**config.mk**
```make
export PLATFORM = sky130hd
export DESIGN_NAME = swm_ram
export DESIGN_NICKNAME = d
export VERILOG_FILES = /design/src/hdl/swm_ram.sv
export SDC_FILE = /design/constraint.sdc
export NUM_CORES = 2
export LEC_CHECK = 0
export BUFFER_PORTS_ARGS = -buffer_cell sky130_fd_sc_hd__buf_2
export CAP_MARGIN = 20
export CORE_MARGIN = 2
export CORE_UTILIZATION = 45
export DETAILED_ROUTE_END_ITERATION = 10
export PLACE_DENSITY = 0.58
export SLEW_MARGIN = 20
export SYNTH_ARGS = -nofsm -noshare
export SYNTH_HDL_FRONTEND = slang
export SYNTH_SLANG_ARGS = --single-unit
```
**constraint.sdc**
```tcl
create_clock -name clk -period 4.7 [get_ports clk]
set_input_delay 0.235 -clock clk [delete_from_list [all_inputs] [get_ports clk]]
set_output_delay 0.235 -clock clk [all_outputs]
set_load 0.1 [all_outputs]
```
**src/hdl/swm_ram.sv**
```systemverilog
`default_nettype none

module swm_ram #(
    parameter int WIDTH = 32,
    parameter int DEPTH = 64
) (
    input  wire logic                     clk,
    input  wire logic                     we,
    input  wire logic [$clog2(DEPTH)-1:0] waddr,
    input  wire logic [WIDTH-1:0]         wdata,
    input  wire logic [$clog2(DEPTH)-1:0] raddr,
    output logic      [WIDTH-1:0]         rdata
);

    logic [WIDTH-1:0] mem [DEPTH];

    always_ff @(posedge clk)
    begin
        if (we)
        begin
            mem[waddr] <= wdata;
        end
        rdata <= mem[raddr];
    end

endmodule

`default_nettype wire

```
**After elaboration in Yosys (flattened, before gate mapping)**

Memories as Yosys holds them, arrays and structs flattened. A register that Yosys moved wholly into a read port is not among the register bits.
Index checks and enable logic that the tools add are counted.

- Mux-type cells: 2

Operators by type and width:

| operator | count |
|---|---|
| $mux W1 | 2 |

- Flip-flop bits (word level): 0
- RAM bits: 2048
- Input bits: 46
- Word-level logic and storage cells: 3
- Memories: 1

Memories:

| memory | words | width | rd ports | clocked after Yosys merged registers in | wr ports | RTL line | source |
|---|---|---|---|---|---|---|---|
| mem | 64 | 32 | 1 | 1 | 1 | 15 | `logic [WIDTH-1:0] mem [DEPTH];` |

**Longest topological paths before layout**

- Word-level depth: 2
- Mapped depth: 10
- Mapped depth without buffers: 5

**Worst setup path before layout**

Ideal clock, no wire load.

- Path type: input -> register
- From: in waddr[3]
- To: mem mem[48][0], enable pin
- Setup time: 461 ps
- Arrival: 2934 ps
- Data required time: 4239 ps
- Setup slack: 1305 ps
- Cell stages on the path: 4
- Path through: clkbuf_1 nor2b_1 nand4b_1 nor3_1

RTL lines:

| what | RTL line | source |
|---|---|---|
| start, declared | 9 | `input wire logic [$clog2(DEPTH)-1:0] waddr,` |
| end, declared | 15 |  |

Straight into the memory's write port.

==> summary.md <==
Clock-pin slew was measured on the worst setup and hold paths at 60 ps. The signal on the critical path passes through buf_8, buf_4, mux4_2, mux4_2, o22ai_1, nor2_1. The synthesized netlist devotes 0% of its cell area to XOR and XNOR gates. The x dimension of the die is 421.7 um. For this run, the detailed router's first-pass iteration total came to 6. The tools report the final number of max-transition violations as 0. For the number of antenna violations at the first check in global routing, the log shows 9. After synthesis, the largest area contributor takes up 78.33% of total cell area. The vertical die dimension is 421.7 um. In this run the deepest clock path goes through 3 buffers. For the clock network fraction of design power, the log shows 41.8%. In this run the power spent charging and discharging nets is 0.008591 W. The logs give 22.94% for the total global-route track usage and 3.121% for the met3 track demand over resource in global routing. Via density per instance: 6.026. On the final layout, the worst hold slack is 40.76 ps.

The total clock buffers created by CTS is 206. The portion of total power attributed to sequential cells is 52.7%. Before CTS, the worst setup slack after placement is 963.4 ps. The congestion estimate from routability-driven global placement came to 0.7748. Ranked by total cell area, the synthesized netlist is headed by edfxtp_1 78%, mux4_2 16%, mux2i_1 1.2%. STA puts the critical path data arrival time at 3580 ps. Cells with a size suffix above 1 make up 30.50% of the layout. For the worst setup path, the data required time is 5380 ps.

In this run, the number of DRC markers left after iteration 0 of detailed routing was 4488. The tools report the count of unique library cells instantiated by Yosys as 34. Compared with the post-synthesis result, the final layout area differs by 14.50%. Number of setup buffers added after CTS: 0. Setup repair after global routing left no endpoint under its margin. The tools report the area of the multi-input gates as 0.01597 mm2. The path class of the tightest hold or removal check is input port to register. The number of levels in the clock H-tree was 4; the tightest slew margin relative to the limit was 26.87%. Once detail routing completed, the nets flagged for antenna violations numbered 0.

The final cell count without fillers is 6121, and the fraction of power spent switching nets is 21.96%. The analysis attributes to cell leakage a power of 27.96 nW. The count of flip-flops with a built-in enable after synthesis came out at 2048. Multiplexer cells account for 16.79% of the synthesized area. Summing the areas of all compound-gate instances in the mapped netlist gives 1.673% of the synthesized area. The die covers 0.1778 mm2.

At the pin with the least slew margin, the transition time is 1097 ps. Detailed placement finished with a half-perimeter wire length of 115400 um. Buffers placed on the I/O ports in this run total 77. The later pin in the worst-skew pair is clocked with a latency of 840 ps. Internal power comes to 0.03053 W. The largest family of logic cells by synthesized area was multiplexers.

The minimum period implied by the final worst setup slack was 2897 ps; the simple-gate portion of the synthesized area was 1.265%. For this run, the slowest stage of the critical path takes 780 ps. The initialized floorplan defines 153 standard-cell rows.

The wire length of the first global-routing pass is 287600 um. The detailed-route via count is 36886, and the share of the yosys chip area belonging to registers is 79.14%. For this run the aggregate overflow at the end of global routing stands at 0. Synthesis handed over a netlist of 3324 instances. For the final setup skew, the log shows 39.99 ps. For this block, the routed nets add up to 203700 um of wire.

By startpoint and endpoint, the worst setup path is classified as input port to register. The number of failing setup endpoints in the final timing report came out at 0. The worst-case IR drop observed on VDD is 381.7 uV.

The total core area came out at 0.1736 mm2. The tools report the sum of negative setup slack as 0 ps. The tools report the netlist area before placement as 0.07852 mm2. The placed standard-cell area came out at 0.08282 mm2. The worst path meets setup with 1803 ps of slack.

The number of placed instances, taps included, is 5700. The Yosys step of the flow raised 0 warnings. The largest net degree at the start of global routing was 83; the total power density per cell area was 435.2 mW/mm2. Summed over all instances, the cell type with the most area after synthesis is edfxtp_1. Most frequently used cell type in the post-synthesis netlist: edfxtp_1. Global routing used 33.23% of the available met1 tracks.

Of the available clock period, the critical path in the final layout requires 61.64%. In the synthesized netlist, the cells that appear most often are 2048 x edfxtp_1, 544 x mux4_2, 137 x nor2_1. The adder-cell share of the synthesized area came out at 0%. The most used cell along the critical path was mux4_2. The run gives 0.06214 mm2 as the register cell area after layout. CTS placed an instance of clkbuf_16 at the clock tree root. The flip-flop cell with the highest count after synthesis is edfxtp_1. The logs give 2080 for the total number of clock tree sinks and 45.22% for the starting utilization of the core area. The most used routing layer is met2. The average footprint of a synthesized cell was 23.62 um2.

Pin placement for this block handled 78 I/O pins. The tools report the type of destination of the critical path as a register. In the routed design, unresolved DRC markers number 0.

The net count of the mapped netlist was 3370. The layout has 13479 filler cells. The worst setup path is launched from an input port.

For this design, the slowest cell found on the critical path is o22ai_1. After synthesis the netlist holds a flip-flop and latch count of 2080. TritonCTS built the clock tree.

In the final design database the tool counted 3653 nets. Number of maximum-capacitance violations: 0. The peak fanout along the critical path works out to 60. After detailed routing, the average wire length per cell comes to 33.27 um.

The logs give 0 for the count of final hold-check violations and 37.14% for the global routing usage on met2. The run gives 0.08990 mm2 as the cell area after layout. The run finished with clean final reports.

The number of global-route vias before repair came out at 37085. The post-synthesis async set-or-reset flop share is 0%, and the proportion of power drawn by combinational gates is 5.5%. Based on the critical path, the design can be clocked at up to 345.2 MHz.
-- through the flow --
stage / utilization [%] / power [W]
6_report: 51.78 / 0.03913
5_1_grt: 51.77 / 0.04023
4_1_cts: 51.60 / 0.03940
3_5_place_dp: 47.70 / 0.02320
3_3_place_gp: 47.70 / 0.02318
2_1_floorplan: - / 0.02226
-- routing by layer --
metal	up-vias	share of wire (%)
met3	259	6.1
met2	1382	49
met5	-	0.0054
met1	20363	42
met4	2	2.3
li1	14880	-
-- power by group through the flow --
stage	clock network [W]	registers [W]	logic (W)
3_5_place_dp	0	0.0210	0.00216
6_report	0.0163	0.0206	0.00215
3_3_place_gp	0	0.0210	0.00214
5_1_grt	0.0173	0.0206	0.00226
4_1_cts	0.0166	0.0206	0.00216
2_1_floorplan	0	0.0213	0.000999
-- cell usage in the layout (no fill, tap or decap), drive strengths merged, types with 3 or more instances in the layout --
cell type       n
or2             3
bufinv         18
dfxtp          32
nor2b          15
mux4          544
nand2b          8
inv             7
clkinvlp        7
a21oi          62
a41o            4
nor3            7
and3            4
edfxtp       2048
nand3           5
nand2          26
clkinv         87
nand3b          5
buf           235
a311oi          8
o221ai         27
a22oi          12
or3             3
mux2i          93
o32ai           4
diode           9
nor2          137
clkbuf        269
o22ai          84
or3b            5
dlygate4sd3    22
-- sequential cells by signal (all words and copies together), names as in the netlist --
register and flops:
rdata 32, mem 2048
-- cells by family (layout without fill, tap and decap cells) --
group                  Yosys count  count (layout)
other                            0               9
AOI/OAI and AO/OA              202             202
and+or+nand+nor                223             223
buffers and inverters          182             645
muxes                          637             637
DFF                           2080            2080
-- final cells by class --
cell class                 instances  share of cell area [%]
clock inverter                   119                   1.383
multi-input combinational       1062                   17.77
antenna                            9                 0.02505
tap                             2325                   3.236
timing repair buffer             257                   2.351
sequential                      2080                   69.12
clock buffer                     269                   6.119
-- worst max-delay path: cells and delay by family --
family	cells	cell delay, ps
buffers and inverters	2	1250
multiplexers	2	1080
AO/OA/AOI/OAI	1	780
AND/OR/NAND/NOR	1	120
-- worst paths after layout --
check,start,end,slack (ps),cells after the start
setup / recovery,raddr[0],rdata[0]$_DFF_P_,1800,6
hold / removal,wdata[26],mem[7][26]$_DFFE_PP_,40,2
setup reg to reg,mem[63][14]$_DFFE_PP_,rdata[14]$_DFF_P_,2310,4
hold reg to reg,mem[28][20]$_DFFE_PP_,rdata[20]$_DFF_P_,770,4
-- what timing repair did --
item,4_1_cts,5_1_grt
resized for setup,0,0
hold buffers,2,20
hold endpoints to repair,112,1015
Note: power is estimated with default switching activity, not from simulation.
