`src/hdl/swm_pkg.sv`:
```
`default_nettype none

package swm_pkg;

    localparam int SAMPLE_W = 32;
    localparam int OUT_W    = SAMPLE_W + 1;
    localparam int WIN_MAX  = 64;
    localparam int IDX_W    = $clog2(WIN_MAX);
    localparam int CNT_W    = $clog2(WIN_MAX + 1);
    localparam int CFG_W    = 7;
    localparam int WS_RESET = 3;
    localparam int GRP      = 8;
    localparam int GRP_W    = $clog2(GRP);
    localparam int NGRP     = WIN_MAX / GRP;

    typedef logic signed [SAMPLE_W-1:0] smp_t;
    typedef logic signed [OUT_W-1:0]    med_t;

    typedef struct packed {
        logic step;
        logic clr;
        logic rm;
        logic wipe;
    } cell_ctl_t;

    typedef struct packed {
        logic le;
        smp_t v;
    } to_left_t;

    typedef struct packed {
        logic ler;
        logic ev;
        smp_t r;
    } to_right_t;

endpackage

`default_nettype wire

```
`src/hdl/swm_cell.sv`:
```
`default_nettype none

module swm_cell (
    input  wire logic                clk,
    input  wire logic                rst_n,
    input  wire swm_pkg::cell_ctl_t  ctl,
    input  wire swm_pkg::smp_t       s,
    input  wire swm_pkg::smp_t       old,
    input  wire swm_pkg::to_right_t  left_in,
    input  wire swm_pkg::to_left_t   right_in,
    output swm_pkg::to_left_t        to_left,
    output swm_pkg::to_right_t       to_right
);

    logic          valid_reg;
    logic          valid_next;
    swm_pkg::smp_t v_reg;
    swm_pkg::smp_t v_next;
    logic          ev;
    logic          le;
    logic          del;
    logic          ler;
    swm_pkg::smp_t r;

    // del: this cell sits at or after the entry being dropped
    always_comb
    begin
        ev  = valid_reg && !ctl.clr;
        le  = ev && (v_reg <= s);
        del = ev && ctl.rm && (v_reg >= old);
        r   = del ? right_in.v : v_reg;
        ler = del ? right_in.le : le;
        if (ler)
        begin
            v_next = r;
        end
        else if (left_in.ler)
        begin
            v_next = s;
        end
        else
        begin
            v_next = left_in.r;
        end
        valid_next = ctl.rm ? valid_reg : (ev || left_in.ev);
    end

    assign to_left.le  = le;
    assign to_left.v   = v_reg;
    assign to_right.ler = ler;
    assign to_right.ev  = ev;
    assign to_right.r   = r;

    always_ff @(posedge clk or negedge rst_n)
    begin
        if (!rst_n)
        begin
            valid_reg <= 1'b0;
        end
        else if (ctl.wipe)
        begin
            valid_reg <= 1'b0;
        end
        else if (ctl.step)
        begin
            valid_reg <= valid_next;
        end
    end

    always_ff @(posedge clk)
    begin
        if (ctl.step)
        begin
            v_reg <= v_next;
        end
    end

endmodule

`default_nettype wire
```
`config.mk`:
```
export PLATFORM = sky130hd
export DESIGN_NAME = swm_cell
export DESIGN_NICKNAME = d
export VERILOG_FILES = /design/src/hdl/swm_pkg.sv /design/src/hdl/swm_cell.sv
export SDC_FILE = /design/constraint.sdc
export NUM_CORES = 1
export LEC_CHECK = 0
export BUFFER_PORTS_ARGS = -buffer_cell sky130_fd_sc_hd__buf_2
export CORE_UTILIZATION = 40
export CTS_CLUSTER_DIAMETER = 200
export DETAILED_ROUTE_END_ITERATION = 8
export HOLD_SLACK_MARGIN = 0.05
export MAX_ROUTING_LAYER = met4
export PLACE_DENSITY_LB_ADDON = 0.15
export RECOVER_POWER = 50
export SLEW_MARGIN = 20
export SYNTH_ARGS = -nofsm -noshare
export SYNTH_HDL_FRONTEND = slang
export SYNTH_SLANG_ARGS = --single-unit
```
`constraint.sdc`:
```
create_clock -name clk -period 8.2 [get_ports clk]
set_input_delay 0.82 -clock clk [delete_from_list [all_inputs] [get_ports clk]]
set_output_delay 0.82 -clock clk [all_outputs]
set_load 0.01 [all_outputs]
```
Word-level counts from Yosys, hierarchy flattened
Index checks and enable logic that the tools add are counted.
{ "classes": {"reduce_logical": 8, "n_bitwise": 0, "eq_ne": 1, "div": 0, "n_addsub": 0, "n_mul": 0, "muxes": 7, "n_lt_le_gt_ge": 2, "shift": 0} }
{ "op_table": {"columns": ["operator", "count"], "rows": [
  ["two-way mux 32 bit", 3],
  ["greater-or-equal comparator 32 bit", 1],
  ["<= comparator 32 bit", 1],
  ["logical AND 1 bit", 4],
  ["two-way mux 1 bit", 4],
  ["!= test 2 bit (second input constant)", 1],
  ["AND reduction 2 bit", 1],
  ["nonzero test 2 bit", 1],
  ["logical NOT 1 bit", 1],
  ["logical OR 1 bit", 1]
]} }
{ "word_totals": {"mem_bits_ro": 0, "elab_cells": 20, "latch_bits": 0, "register_bits": 33, "n_memories": 0, "mem_bits_rw": 0, "output_inout_bits": 67} }

Logic depth before layout (Yosys ltp)
Gate-level depths: netlist of run 1.
{ "logic_depth": {"ltp_word": 6, "depth_mapped": 13} }

Least setup slack after synthesis of run 1
No wires, ideal clock.
{ "synth_timing": {"path_kind": "in2out", "startpoint": "input port old[29]", "endpoint": "output port to_right[33] in the netlist's numbering", "arrival_ns": 2.910, "required_time_ns": 7.380, "cell_stages": 13, "path_slack_ns": 4.470, "path_cell_list": "inv_1 -> ha_1 -> a21o_1 -> a21o_1 -> a21oi_2 -> o211ai_2 -> a211o_1 -> buf_6 -> and2_4 -> buf_6 -> buf_6 -> mux2_4 -> buf_4"} }
{ "synth_via": {"elab_chain_len": 3} }
{ "synth_rtl": {"columns": ["item", "line_no", "source"], "rows": [
  ["start: declaration", "swm_cell.sv:8", "input wire swm_pkg::smp_t old,"],
  ["greater-or-equal comparator 32 bit", "swm_cell.sv:30", "del = ev && ctl.rm && (v_reg >= old);"],
  ["logical AND 1 bit", "swm_cell.sv:30", null],
  ["two-way mux 1 bit", "swm_cell.sv:32", "ler = del ? right_in.le : le;"],
  ["end: declaration", "swm_cell.sv:12", "output swm_pkg::to_right_t to_right"]
]} }
No other way between the ends.

==> results of run 1 <==
-- cells by family (layout without fill, tap and decap cells) --
logic type | Yosys count | in the layout
buf+inv | 115 | 287
compound gates | 155 | 155
mux | 64 | 64
fa+ha+maj | 64 | 64
simple gates | 214 | 214
flops | 33 | 33
-- area by class of cell --
class	instances	area share [%]
Clock buffer	6	2.08
Inverter	71	4.30
Sequential cell	33	15.9
Timing Repair Buffer	208	16.3
Clock inverter	2	0.545
Multi-Input combinational cell	497	57.4
Tap cell	168	3.39
-- report_power, final --
group | switching, mW | internal [mW]
registers | 0.0328 | 0.211
clock network | 0.0731 | 0.143
logic | 0.192 | 0.147
-- stage by stage --
step / total power, mW / std cells / util (%) / hold WS, ns / cell area (um^2)
after floorplan: 0.453 / 645 / - / 0.513 / 5020
after global routing: 0.847 / 985 / 51.1 / 0.302 / 6190
after global placement: 0.576 / 977 / 50.1 / 0.554 / 6070
after CTS: 0.806 / 985 / 51.5 / 0.303 / 6240
after detailed placement: 0.588 / 977 / 50.1 / 0.559 / 6070
final: 0.799 / 985 / 51.1 / 0.308 / 6190
-- routing by layer --
layer | up-vias | routed length (um)
li1 | 2680 | -
met1 | 2543 | 7360
met2 | 231 | 8100
met3 | 17 | 1050
met4 | 0 | 225
met5 | - | 0
-- layout by cell type (no fill, tap or decap), drive strengths merged, types with 33 or more instances in the layout --
| cell type | netlist | final |
|---|---|---|
| nand3 | 36 | 36 |
| ha | 64 | 64 |
| o21ai | 42 | 42 |
| clkbuf | 28 | 39 |
| o221ai | 33 | 33 |
| nor2 | 37 | 37 |
| inv | 71 | 71 |
| nand2 | 112 | 112 |
| buf | 16 | 175 |
-- how the worst max path moves through the flow --
stage	endpoint	cells after the start	from
6_report	to_right[6]	11	old[31]
4_1_cts	to_right[6]	11	old[31]
5_1_grt	to_right[6]	11	old[31]
3_3_place_gp	to_right[31]	11	old[31]
3_5_place_dp	to_right[6]	11	old[31]
2_1_floorplan	to_right[33]	13	old[29]
==> results.md, run 1 <==
* Post-synthesis compound-gate area fraction at 21.2%
* Grt met3 use at 2.34%
* Core Area at approximately 0.012 mm^2
* CP required at 7.38 ns
* Sink Count at 33
* Area growth syn-to-layout at 23.5%
* RSZ-0062 raised after global routing: false
* Post-CTS sizing at 0
* First-pass GRT wire length at 26300 um
* Cell Chain, Critical Path: buf_2, inv_1, ha_1, nand4_1, nor4_1, nand3_1, nand2_1, a211o_1, and2_4, mux2_2, buf_2
* RR Startpoint: v_reg[27]$_DFFE_PP_
* CTS tree: done
* Crit end category: output port
* PnR worst setup slack at 3.55 ns
* Clock Latency Late Sink at roughly 0.28 ns
* Layout cell share with drive strength beyond 1 at a little over a quarter
* Dpl hpwl at 11800 um
* Worst slack, placed at around 3.5 ns
* Maximum vdd drop at 0.0785 mV
* Row count at 40
* Largest family of logic cells by synthesized area: compound AO/OA/AOI/OAI gates
* Num CTS Buffers at 5
* Mapped cell area at 0.00502 mm^2
* Initial antenna violation count at 0
* DRC Markers at 0
* FF-to-FF path depth at 9
* Register area share after synthesis at 19.7%
* Crit share post-route at 56.7%
* Final antenna-violating net count at 0
* Detailed Routing Iterations Pass 1 at 5
* Post-synthesis xor/xnor area fraction at 0%
* H-tree Lvls at 2
* Die H at 114 um
* Routed WL at 16700 um
* Worst Path Buf+Inv at 3
* LEAKAGE at 3.17 nW
* Worst slew pin tran at 2.10 ns
* Post-CTS Setup Inserts at 0
* Die area at 0.0130 mm^2
* Initial DRC count at roughly 320
* Vias in the first global route at 5287
* # setup viols final at 0
* Syn Nets at 846
* Synthesized-area fraction occupied by adder cells at roughly 16%
* Failing checks: max-capacitance violations, max-slew violations
* Syn avg cell area at around 7.8 um^2
* Clock Skew at 0.00525 ns
* IO Port Bufs at 203
* Post-synth top area share at approximately a fifth
* Multi-input logic area at about 0.0036 mm^2
* Total of max-cap violations at 1
* IO Pins at 204
* WP data arrival at 3.83 ns
* Power per cell area at around 130 mW/mm^2
* CP dominant cell by count: buf_2
* Post-route minimum period at 4.65 ns
* Antenna diodes at 0
* Capturing point of the worst reg2reg path: v_reg[6]$_DFFE_PP_
* Largest net degree at the start of global routing at 66
* Distinct cells, synth at 37
* Clock-pin slew on the worst setup and hold paths at around 0.050 ns
* Worst Hold Class: input pin to async pin
* Ys Warns at 0
* FF-to-FF setup slack at between 4 and 5 ns
* Status: complete, but fails checks
* Hold_buf cts at 0
* GRT Resource Usage Total at 26.2%
* Root Driver: clkbuf_16
* Mux cell area share after synthesis at 14.8%
* Synth cell count leaders: 112 x nand2_1, 71 x inv_1, 64 x ha_1
* Ys flop type: edfxtp_1
* Critical-path top delay cell: and2_4
* Initial Util at ~41%
* CP Launch Type: input pin
* Slowest stage delay, CP at about 0.79 ns
* Max reg flops at 32
* Vias at 5471
* Crit Path Class: input pin to output port
* Drt wl/cell at approximately 17 um
* Simple-gate area share of the yosys netlist at between 15 and 20%
* Nets@finish at about 1000
* EDFF count, synth at 32
* Hold Vio Cnt, Final at 0
* Highest Clock Rate at 0.215 GHz
* Top cells by area, synth: edfxtp_1 19%, ha_1 16%, nand2_1 8.4%
* Via density at 5.55
* Mapped Cells at 645
* Busiest grt layer: met2
* Chip width at between 100 and 150 um
* Leading area contributor after synthesis: edfxtp_1
* Met2 Use GR at 45.7%
* Gpl congestion at 0.836
* Worst path top cell family by delay: simple AND/OR/NAND/NOR gates
* Most numerous cell in the Yosys netlist: nand2_1
* Clock tree buffer depth at 2
* Flip-flop and latch area at approximately 990 um^2
* Met1 track demand over resource at 33.0%
* Slew headroom at -39.9%
* Fillers at 1210
* Total Neg Setup Slack at 0 ns
* Final count of pins violating max slew at 34
* Ys async rst share at around 3.0%
* GRT Residual Overflow at 0
* Register bit count reported by yosys at 33
* CP Max Fanout at 65
Note: power is estimated with default switching activity, not from simulation.
==> run 2: changes to the inputs <==
==> constraint.sdc (replaced) <==
create_clock -name clk -period 3.8 [get_ports clk]
set_input_delay 0.38 -clock clk [delete_from_list [all_inputs] [get_ports clk]]
set_output_delay 0.38 -clock clk [all_outputs]
set_load 0.01 [all_outputs]
==> run 2 against run 1 <==
- the run still ends with max-capacitance violations, max-slew violations left
- register-to-register slack worse by 4.0 ns
- clock skew is 0.0022 ns lower
- via count is 0.69% higher
- hold slack worse by 0.060 ns
- die area stayed put
- clock power is 83% higher
- final cell count is 0.91% higher
- critical path depth is 1 lower
- setup slack worse by 3.3 ns
- critical path type is now register to output port
- critical endpoint unchanged
- largest power group unchanged
- highest routed layer unchanged
==> results.md, run 2 (synthesized netlist as in run 1, its figures left out) <==
* Status: complete, but fails checks
* Failing checks: max-capacitance violations, max-slew violations
* Total Neg Setup Slack at 0 ns
* RR Startpoint: v_reg[14]$_DFFE_PP_
* Largest net degree at the start of global routing at 43
* Hold path depth at 2
* Worst slew pin tran at about 2.1 ns
* RSZ-0062 raised after global routing: false
* Hold Startpoint: ctl[0]
* Chip width at 114 um
* Clock-pin slew on the worst setup and hold paths at ~0.050 ns
* Row count at 40
* Final antenna-violating net count at 0
* CP Max Fanout at 23
* Routed WL at 16700 um
* Via density at 5.54
* Antenna diodes at 0
* Initial DRC count at 325
* Max reg flops at 32
* LEAKAGE at 3.22 nW
* Initial Util at between 40% and 50%
* Vias at 5509
* Met3 Wirelength at ~1100 um
* Nets@finish at 1026
* Slowest stage delay, CP at approximately 0.5 ns
* IO Pins at 204
* Final count of pins violating max slew at 34
* Highest Clock Rate at 0.280 GHz
* Clock Skew at roughly 0.0031 ns
* # setup viols final at 0
* Commonest cells after routing, fill and taps aside: 170 x buf_2, 112 x nand2_1, 71 x inv_1
* Critical-path top delay cell: edfxtp_1
* Worst slack, placed at 0.298 ns
* Highest metal used: met4
* Fillers at 1222
* CP Launch Type: register
* PnR worst setup slack at between 0.2 and 0.25 ns
* Dpl hpwl at 12400 um
* Met2 WL post-DR at 8030 um
* Num CTS Buffers at 5
* Clock Latency Late Sink at 0.27 ns
* Crit share post-route at 94.1%
* Die area at 0.0130 mm^2
* WP data arrival at 3.20 ns
* Die H at 114 um
* Initial antenna violation count at 0
* Post-CTS Setup Inserts at 0
* First-pass GRT wire length at 26200 um
* CTS tree: done
* CP required at 3.42 ns
* Capturing point of the worst reg2reg path: v_reg[14]$_DFFE_PP_
* Total of max-cap violations at 1
* Clock tree buffer depth at 2
* Detailed Routing Iterations Pass 1 at 5
* Post-route minimum period at 3.58 ns
* DRC Markers at 0
* GRT Residual Overflow at 0
* Slew headroom at -42.2%
* Power per cell area at ~260 mW/mm^2
* FF-to-FF setup slack at 0.63 ns
* Layout cell share with drive strength beyond 1 at 28.0%
* Sink Count at 33
* Drt wl/cell at around 17 um
* Core Area at approximately 0.012 mm^2
* Hold Vio Cnt, Final at 0
* Crit Path Class: register to output port
* Vias in the first global route at 5361
* Maximum vdd drop at around 0.16 mV
* FF-to-FF path depth at 8
* GRT Resource Usage Total at between 20% and 30%
* Hold Path End: valid_reg$_DFFE_PN0P_
* Met1 wire length at 7290 um
* Area growth syn-to-layout at 25.1%
* H-tree Lvls at 2
* Root Driver: clkbuf_16
* Cell Chain, Critical Path: ha_1, nand4_1, nor3_1, nand2_1, o211ai_2, a211o_1, and2_4, buf_12, mux2_2, buf_2
* IO Port Bufs at 203
* Worst Hold Class: input pin to register
* Crit end category: output port
* Most common cell after layout, fill and taps aside: buf_2
* Gpl congestion at 0.856
[run 2: power by group]
group          switching (mW)  internal, mW  total [mW]
clock network           0.152         0.244       0.396
registers              0.0681         0.456       0.524
logic                   0.420         0.322       0.743
[run 2: metrics by stage]
step	util [%]	hold slack (ns)	instance area, um^2	total power, mW	cells
3_5_place_dp	50.8	0.156	6160	1.27	985
4_1_cts	52.1	0.244	6310	1.67	994
2_1_floorplan	-	0.0844	5020	0.978	645
3_3_place_gp	50.8	0.155	6160	1.25	985
6_report	51.8	0.248	6280	1.66	994
5_1_grt	51.8	0.244	6280	1.77	994
[run 2: final cells by class]
cell class,instances,area (um^2),share of cell area (%)
flip-flops and latches,33,986,15.7
well taps,168,210,3.35
repair buffers,217,1110,17.6
multi-input cells,497,3570,56.9
inverters,71,267,4.24
clock buffers,8,136,2.17
[run 2: metal layers]
layer / global-route usage [%] / vias to the layer above
met2: 44.6 / 243
met5: - / -
met1: 32.5 / 2546
met4: 8.48 / 0
met3: 2.23 / 22
li1: - / 2698
[run 2: worst max-delay path by stage]
stage	to	cells after the start	startpoint
3_5_place_dp	to_right[6]	10	v_reg[31]$_DFFE_PP_
5_1_grt	to_right[6]	10	v_reg[27]$_DFFE_PP_
2_1_floorplan	to_right[33]	12	v_reg[29]$_DFFE_PP_
4_1_cts	to_right[6]	10	v_reg[27]$_DFFE_PP_
6_report	to_right[6]	10	v_reg[31]$_DFFE_PP_
3_3_place_gp	to_right[11]	10	v_reg[31]$_DFFE_PP_
[run 2: worst max-delay path: cells and delay by family (launching register included)]
family                   cells  cell delay (ns)
AND/OR/NAND/NOR              4             0.99
flip-flops                   1             0.49
adder cells (fa/ha/maj)      1             0.42
buffers and inverters        2             0.36
multiplexers                 1             0.35
AO/OA/AOI/OAI                2             0.30
[run 2: repair_timing]
action,4_1_cts,5_1_grt
gates resized for setup,1,1
hold endpoints to repair,1,0
endpoints found under the setup margin,2,15
hold buffers,1,0
